$ cat src/rtl/core/rau_pkg.sv
// ----------------------------------------------------------------------------
// rau_pkg
// Types and constants of the rational arithmetic unit.
// ----------------------------------------------------------------------------
package rau_pkg;

	localparam int PROD_W = 64;
	localparam int SHIFT_W = 6;

	localparam logic [2:0] ACT_ADD = 3'd0;
	localparam logic [2:0] ACT_SUB = 3'd1;
	localparam logic [2:0] ACT_MUL = 3'd2;
	localparam logic [2:0] ACT_DIV = 3'd3;
	localparam logic [2:0] ACT_INC = 3'd4;
	localparam logic [2:0] ACT_DEC = 3'd5;

	localparam logic [1:0] ST_OK   = 2'd0;
	localparam logic [1:0] ST_ZDEN = 2'd1;
	localparam logic [1:0] ST_DIVZ = 2'd2;
	localparam logic [1:0] ST_OVFL = 2'd3;

	typedef struct packed {
		logic start;
	} div_ctl_t;

	typedef struct packed {
		logic busy;
		logic done;
	} div_sts_t;

endpackage

$ cat src/rtl/core/rau_divider.sv
// ----------------------------------------------------------------------------
// rau_divider
// Restoring divider, one quotient bit per cycle over the product width.
// ----------------------------------------------------------------------------
module rau_divider (
	input  logic                             clk,
	input  logic                             arst_n,
	input  rau_pkg::div_ctl_t                ctl,
	input  logic [rau_pkg::PROD_W-1:0]       dividend,
	input  logic [rau_pkg::PROD_W-1:0]       divisor,
	output rau_pkg::div_sts_t                sts,
	output logic [rau_pkg::PROD_W-1:0]       quotient
);

	logic [rau_pkg::PROD_W-1:0]  dvd_q;
	logic [rau_pkg::PROD_W-1:0]  rem_q;
	logic [rau_pkg::PROD_W-1:0]  dsr_q;
	logic [rau_pkg::SHIFT_W-1:0] cnt_q;
	logic                        busy_q;
	logic                        done_q;
	logic [rau_pkg::PROD_W:0]    trial;
	logic                        fits;

	assign trial = {rem_q, dvd_q[rau_pkg::PROD_W-1]};
	assign fits  = trial >= {1'b0, dsr_q};

	always_ff @(posedge clk or negedge arst_n) begin
		if (!arst_n) begin
			busy_q <= 1'b0;
			done_q <= 1'b0;
			cnt_q  <= '0;
		end else begin
			done_q <= 1'b0;
			if (ctl.start) begin
				busy_q <= 1'b1;
				cnt_q  <= rau_pkg::SHIFT_W'(rau_pkg::PROD_W - 1);
			end else if (busy_q) begin
				cnt_q <= cnt_q - 1'b1;
				if (cnt_q == '0) begin
					busy_q <= 1'b0;
					done_q <= 1'b1;
				end
			end
		end
	end

	always_ff @(posedge clk) begin
		if (ctl.start) begin
			dvd_q <= dividend;
			dsr_q <= divisor;
			rem_q <= '0;
		end else if (busy_q) begin
			if (fits) begin
				rem_q <= rau_pkg::PROD_W'(trial - {1'b0, dsr_q});
			end else begin
				rem_q <= trial[rau_pkg::PROD_W-1:0];
			end
			dvd_q <= {dvd_q[rau_pkg::PROD_W-2:0], fits};
		end
	end

	assign sts.busy = busy_q;
	assign sts.done = done_q;
	assign quotient = dvd_q;

endmodule

$ cat config.mk
export PLATFORM = sky130hd
export DESIGN_NAME = rau_divider
export DESIGN_NICKNAME = d
export VERILOG_FILES = /design/src/rtl/core/rau_pkg.sv /design/src/rtl/core/rau_divider.sv
export SDC_FILE = /design/constraint.sdc
export NUM_CORES = 1
export LEC_CHECK = 0
export BUFFER_PORTS_ARGS = -buffer_cell sky130_fd_sc_hd__clkbuf_2
export CAP_MARGIN = 10
export CELL_PAD_IN_SITES_DETAIL_PLACEMENT = 1
export CELL_PAD_IN_SITES_GLOBAL_PLACEMENT = 2
export CORE_MARGIN = 2
export CORE_UTILIZATION = 37
export DETAILED_ROUTE_END_ITERATION = 8
export PLACE_DENSITY = 0.92
export RECOVER_POWER = 100
export SYNTH_ARGS = -nofsm -noshare
export SYNTH_HDL_FRONTEND = slang
export SYNTH_SLANG_ARGS = --single-unit
$ cat constraint.sdc
create_clock -name clk -period 3.7 [get_ports clk]
set_clock_uncertainty 0.15 [all_clocks]
set_input_delay 0.185 -clock clk [delete_from_list [all_inputs] [get_ports clk]]
set_output_delay 0.185 -clock clk [all_outputs]
set_load 0.01 [all_outputs]
== Word-level counts from Yosys, hierarchy flattened ==
Cells that the tools add are included.
Widths: inputs -> output; s select.
Word-level totals
  register bits: 200
  input port bits: 131
  output and inout bits: 66
  logic and storage cells: 22
Cells by class
  add/sub/neg operators: 2
  order comparisons: 1
  mux-type cells: 11
  reduce and logical (&&, ||, !) cells: 2
Operator list (count)
  $mux 64: 3
  $ge 65x64->1: 1
  $sub 64x64->64: 1
  $mux 6: 2
  $logic_not 6->1: 1
  $mux 1: 6
  $sub 6x1->6 const B: 1
  $reduce_bool 2->1: 1

== Longest topological paths before layout ==
  word-level depth: 4
  mapped depth: 15
  mapped depth without buffers: 13

== Worst setup path after synthesis ==
OpenSTA, ideal clock, no wires.
  path kind: flip-flop to flip-flop
  start point: register dvd_q (netlist bit quotient[63])
  end point: register rem_q[44] in the netlist's numbering
  setup time: 0.091 ns
  arrival time: 3.106 ns
  data required time: 3.459 ns
  setup slack: 0.353 ns
  stages on the path, launching flop included: 14
  buffers on the path: 0
  period minus slack after synthesis: 3.347 ns
  path through: edfxtp_1 > inv_1 > ha_1 > fa_1 > nor2b_1 > o311a_1 > o21ai_1 > a2111oi_2 > a2bb2oi_2 > a21oi_1 > nor2_1 > nor4b_1 > or4_1 > a311oi_1
Between the ends
  longest elaborated chain between the ends: 2
  elaborated cells between the ends (all ways): 3
  classes of those cells: 1 x add/sub; 1 x order compare; 1 x mux
RTL lines
  start, declared: RTL line rau_divider.sv:15  | logic [rau_pkg::PROD_W-1:0] dvd_q;
  start signal, assigned: RTL line rau_divider.sv:49  | dvd_q <= dividend;
  start signal, assigned: RTL line rau_divider.sv:58  | dvd_q <= {dvd_q[rau_pkg::PROD_W-2:0], fits};
  $sub 64x64->64 or $ge 65x64->1 (tied branches): RTL line rau_divider.sv:54, rau_divider.sv:25
  $mux 64 (*): RTL line rau_divider.sv:53  | if (fits) begin
  end signal, assigned: RTL line rau_divider.sv:54  | rem_q <= rau_pkg::PROD_W'(trial - {1'b0, dsr_q});
  end signal, assigned: RTL line rau_divider.sv:56  | rem_q <= trial[rau_pkg::PROD_W-1:0];
  end, declared: RTL line rau_divider.sv:16  | logic [rau_pkg::PROD_W-1:0] rem_q;
Every way passes the cells marked *; elsewhere a longest branch is shown, timed or not.
A chain may end at the register's enable or synchronous reset.

== Worst setup path in the final report ==
  start point: register dsr_q[6] in the netlist's numbering
  end point: register rem_q[17] in the netlist's numbering
Between the ends
  longest elaborated chain between the ends: 2
  elaborated cells between the ends (all ways): 3
  classes of those cells: 1 x add/sub; 1 x order compare; 1 x mux
RTL lines
  start, declared: RTL line rau_divider.sv:17  | logic [rau_pkg::PROD_W-1:0] dsr_q;
  start signal, assigned: RTL line rau_divider.sv:50  | dsr_q <= divisor;
  $sub 64x64->64 or $ge 65x64->1 (tied branches): RTL line rau_divider.sv:54, rau_divider.sv:25
  $mux 64 (*): RTL line rau_divider.sv:53
Marked as above.

==> results.yml <==
worst_setup_path:
  slowest_delay_ns: 0.40
  crit_slowest_cell: "edfxtp_1"
  timing.rr.end: "rem_q[17]"
  worstPathArrival_ns: 3.69
  critPathLaunchType: "flop"
  critical_path.max_fanout: 16
  critical_path.cell_chain: "inv_1 -> ha_1 -> a21oi_2 -> o21ai_2 -> a2111oi_4 -> a211oi_2 -> o21a_2 -> o21ai_4 -> a21oi_4 -> a21oi_4 -> buf_12 -> buf_6 -> mux2i_1 -> a211oi_1"
  cp.required_ns: 3.86
  reg2reg_depth: 14
  cpMostUsedCell: "a21oi_4"
  worstSetupPathType: "reg2reg"
  end_kind: "flop"
  rrSetupSlack_ns: 0.17
  r2r_start: "dsr_q[6]"
worst_hold_path:
  holdCritPathClass: "in2reg"
  holdPathStages: 1
  holdPathEnd: "dsr_q[5]"
  hp-start: "ctl"
global_routing:
  grt_pass1_vias: 10700
  grt_overflow_total: 0
  grt_pass1_wl_um: 58700
  gr-usage-all-layers: 0.221
  antenna_found_initial: 3
  grt_start_max_net_pins: 85
clock_network:
  clk_pin_slew_worst_paths_ns: 0.09
  root_buffer: "clkbuf_16"
  htree_levels: 4
  clock_sinks: 200
  cts_tree: "built"
  clk_latency_ns: 0.46
  clockBufferDepth: 2
  cts_made_buffers: 17
logic_synthesis:
  synth_area_um2: 12100
  synth.distinct_cells: 80
  synth_common_cells: "edfxtp_1 (128), nor2_1 (99), inv_1 (83), a21oi_1 (73), nand2_1 (69)"
  yosys_warnings: 0
  seq_area_frac_synth: 0.439
  synth_edf_count: 128
  synthCells: 1178
  synth_top_area_frac: 0.317
  synthFlopType: "edfxtp_1"
  yosys-top-cells-area: "edfxtp_1 (32%), dfxtp_1 (11%), ha_1 (6.8%)"
  avgSynthCellArea_um2: 10.3
  synth_top_cell_by_area: "edfxtp_1"
  syn-num-nets: 1376
  synthArstFlopShare: 0.0400
  synth_seq_cells: 200
  synth.most_common_cell: "edfxtp_1"
sta:
  slew_violations: 0
  tightest_slew_ns: 1.47
  max_slew_margin: 0.0172
  final_hold_viol_count: 0
  finalSetupTns_ns: 0
  setup_violations: 0
  fmax_ghz: 0.283
  period_share: 0.955
  rsz0062_at_grt: "false"
  period_needed_ns: 3.53
pwr:
  power_density_nw_per_um2: 636
  combPwrFrac: 0.482
  internal-power_w: 0.00588
  swShare: 0.402
  peakVddDrop_uv: 363
  leakagePower_nw: 6.78
  total_power_w: 0.00984
  power.clock.fraction: 0.200
  switchingPower_w: 0.00395
  power_frac_seq: 0.318
detailed_routing:
  routedWlPerCell_um: 19.5
  routed-wl-met3_um: 1000
  firstDrtPassIters: 4
  drc: 0
  highest_layer: "met5"
  antenna_left: 0
  post_drt_via_cell_ratio: 5.27
  num_vias: 10200
  met2_wirelength_um: 19100
  met1Wirelength_um: 16600
  wl_um: 37900
  drt_iter0_drc: 599
layout:
  drive_gt1_frac: 0.189
  syn2layout_area_growth_pct: 27.4
  utilization: 0.476
  nNetsFinal: 1684
status:
  status: "finished, final reports clean"
floorplanning:
  core_area_um2: 32500
  rows: 66
  die_h_um: 185
  fp.dieW_um: 185
  fp.dieArea_um2: 34300
  initial_core_util: 0.374
  ioPinCount: 197
run:
  maxCapViolCount: 0
placement:
  dpl.hpwl_um: 25100
  place_congestion: 0.881
  io_buffer_count: 196
how the worst max path moves through the flow:
stage	cells after the start	end	start	slack, ns
3_3_place_gp	13	rem_q[1]	dsr_q[6]	0.22
4_1_cts	12	rem_q[1]	rem_q[5]	0.07
5_1_grt	13	rem_q[19]	dsr_q[42]	0.006
2_1_floorplan	13	rem_q[44]	quotient[63]	0.35
6_report	14	rem_q[17]	dsr_q[6]	0.17
3_5_place_dp	13	rem_q[60]	quotient[63]	0.09
state kept, by name (all words and copies together) (netlist names):
name and flops:
dsr_q 64, rem_q 64, quotient 64, busy_q 1
done_q 1, cnt_q 6
power groups by stage:
stage	combinational, W	sequential (W)	clock (W)
floorplan	0.00347	0.00310	0
global placement	0.00436	0.00313	0
detailed placement	0.00443	0.00316	0
CTS	0.00459	0.00311	0.00200
global route	0.00519	0.00318	0.00210
finish	0.00474	0.00313	0.00197
through the flow:
stage,instances,worst slack [ns],cell area (um2),hold WS [ns]
6_report,1943,0.167,15500,0.164
5_1_grt,1943,0.00583,15500,0.160
4_1_cts,1937,0.0733,15400,0.125
3_5_place_dp,1775,0.0937,13500,-0.0955
3_3_place_gp,1775,0.217,13500,-0.102
2_1_floorplan,1178,0.353,12100,-0.261
worst max-delay path, delay by kind of cell (launching register included):
kind,cells,cell delay (ns)
fa+ha+maj,1,0.37
compound gates,9,1.80
buf+inv,3,0.43
mux,1,0.22
flops,1,0.40
cells in the final DEF, fill, tap and decap left out, types with 7 or more instances in the layout:
master	Yosys	routed
buf_4	3	20
a31oi_1	7	7
inv_1	83	83
dfrtp_1	8	7
edfxtp_1	128	128
dlygate4sd3_1	0	130
o22ai_1	7	7
a21oi_2	5	7
nor2b_1	10	9
o31ai_1	10	10
clkbuf_1	40	73
clkbuf_16	0	17
nor3_1	16	16
mux2i_1	59	59
o21bai_1	14	14
xnor2_1	39	39
a211oi_1	59	59
o21ai_0	31	30
xor2_1	25	25
nand2b_1	14	14
a21oi_1	73	70
nand2_1	69	69
nor2_1	99	99
ha_1	66	66
clkbuf_2	1	125
nand4_1	18	18
and3_1	7	7
a21o_1	26	26
dfxtp_1	64	64
mux2_2	64	59
nand3_1	12	12
o21a_1	8	8
kinds of logic after synthesis:
group / Yosys count / share of synthesized area
simple gates: 278 / 0.109
xor+xnor: 64 / 0.0462
compound gates: 297 / 0.172
mux: 123 / 0.108
flops: 200 / 0.439
fa+ha+maj: 67 / 0.0697
buf+inv: 149 / 0.0567
routing by layer:
layer  global-route usage  vias to the layer above
met3               0.0372                       73
li1                     -                     4929
met5                    0                        -
met2                0.385                      176
met4               0.0889                        2
met1                0.271                     5057
final cells by class:
class / count / area, um2
diodes: 2 / 5.00
clock buffers: 18 / 429
clock inverters: 14 / 173
fillers: 3684 / 17000
inverters: 83 / 312
multi-input cells: 829 / 6200
flip-flops and latches: 200 / 5330
well taps: 442 / 553
repair buffers: 355 / 2460
repair_timing:
| item | 4_1_cts | 5_1_grt |
|---|---|---|
| setup endpoints to repair | 0 | 62 |
| endpoints found under the hold margin | 136 | 0 |
| hold buffers | 130 | 0 |
| resized for setup | 0 | 14 |
| buffers inserted | 0 | 2 |
Power figures use the tool's default switching activity.
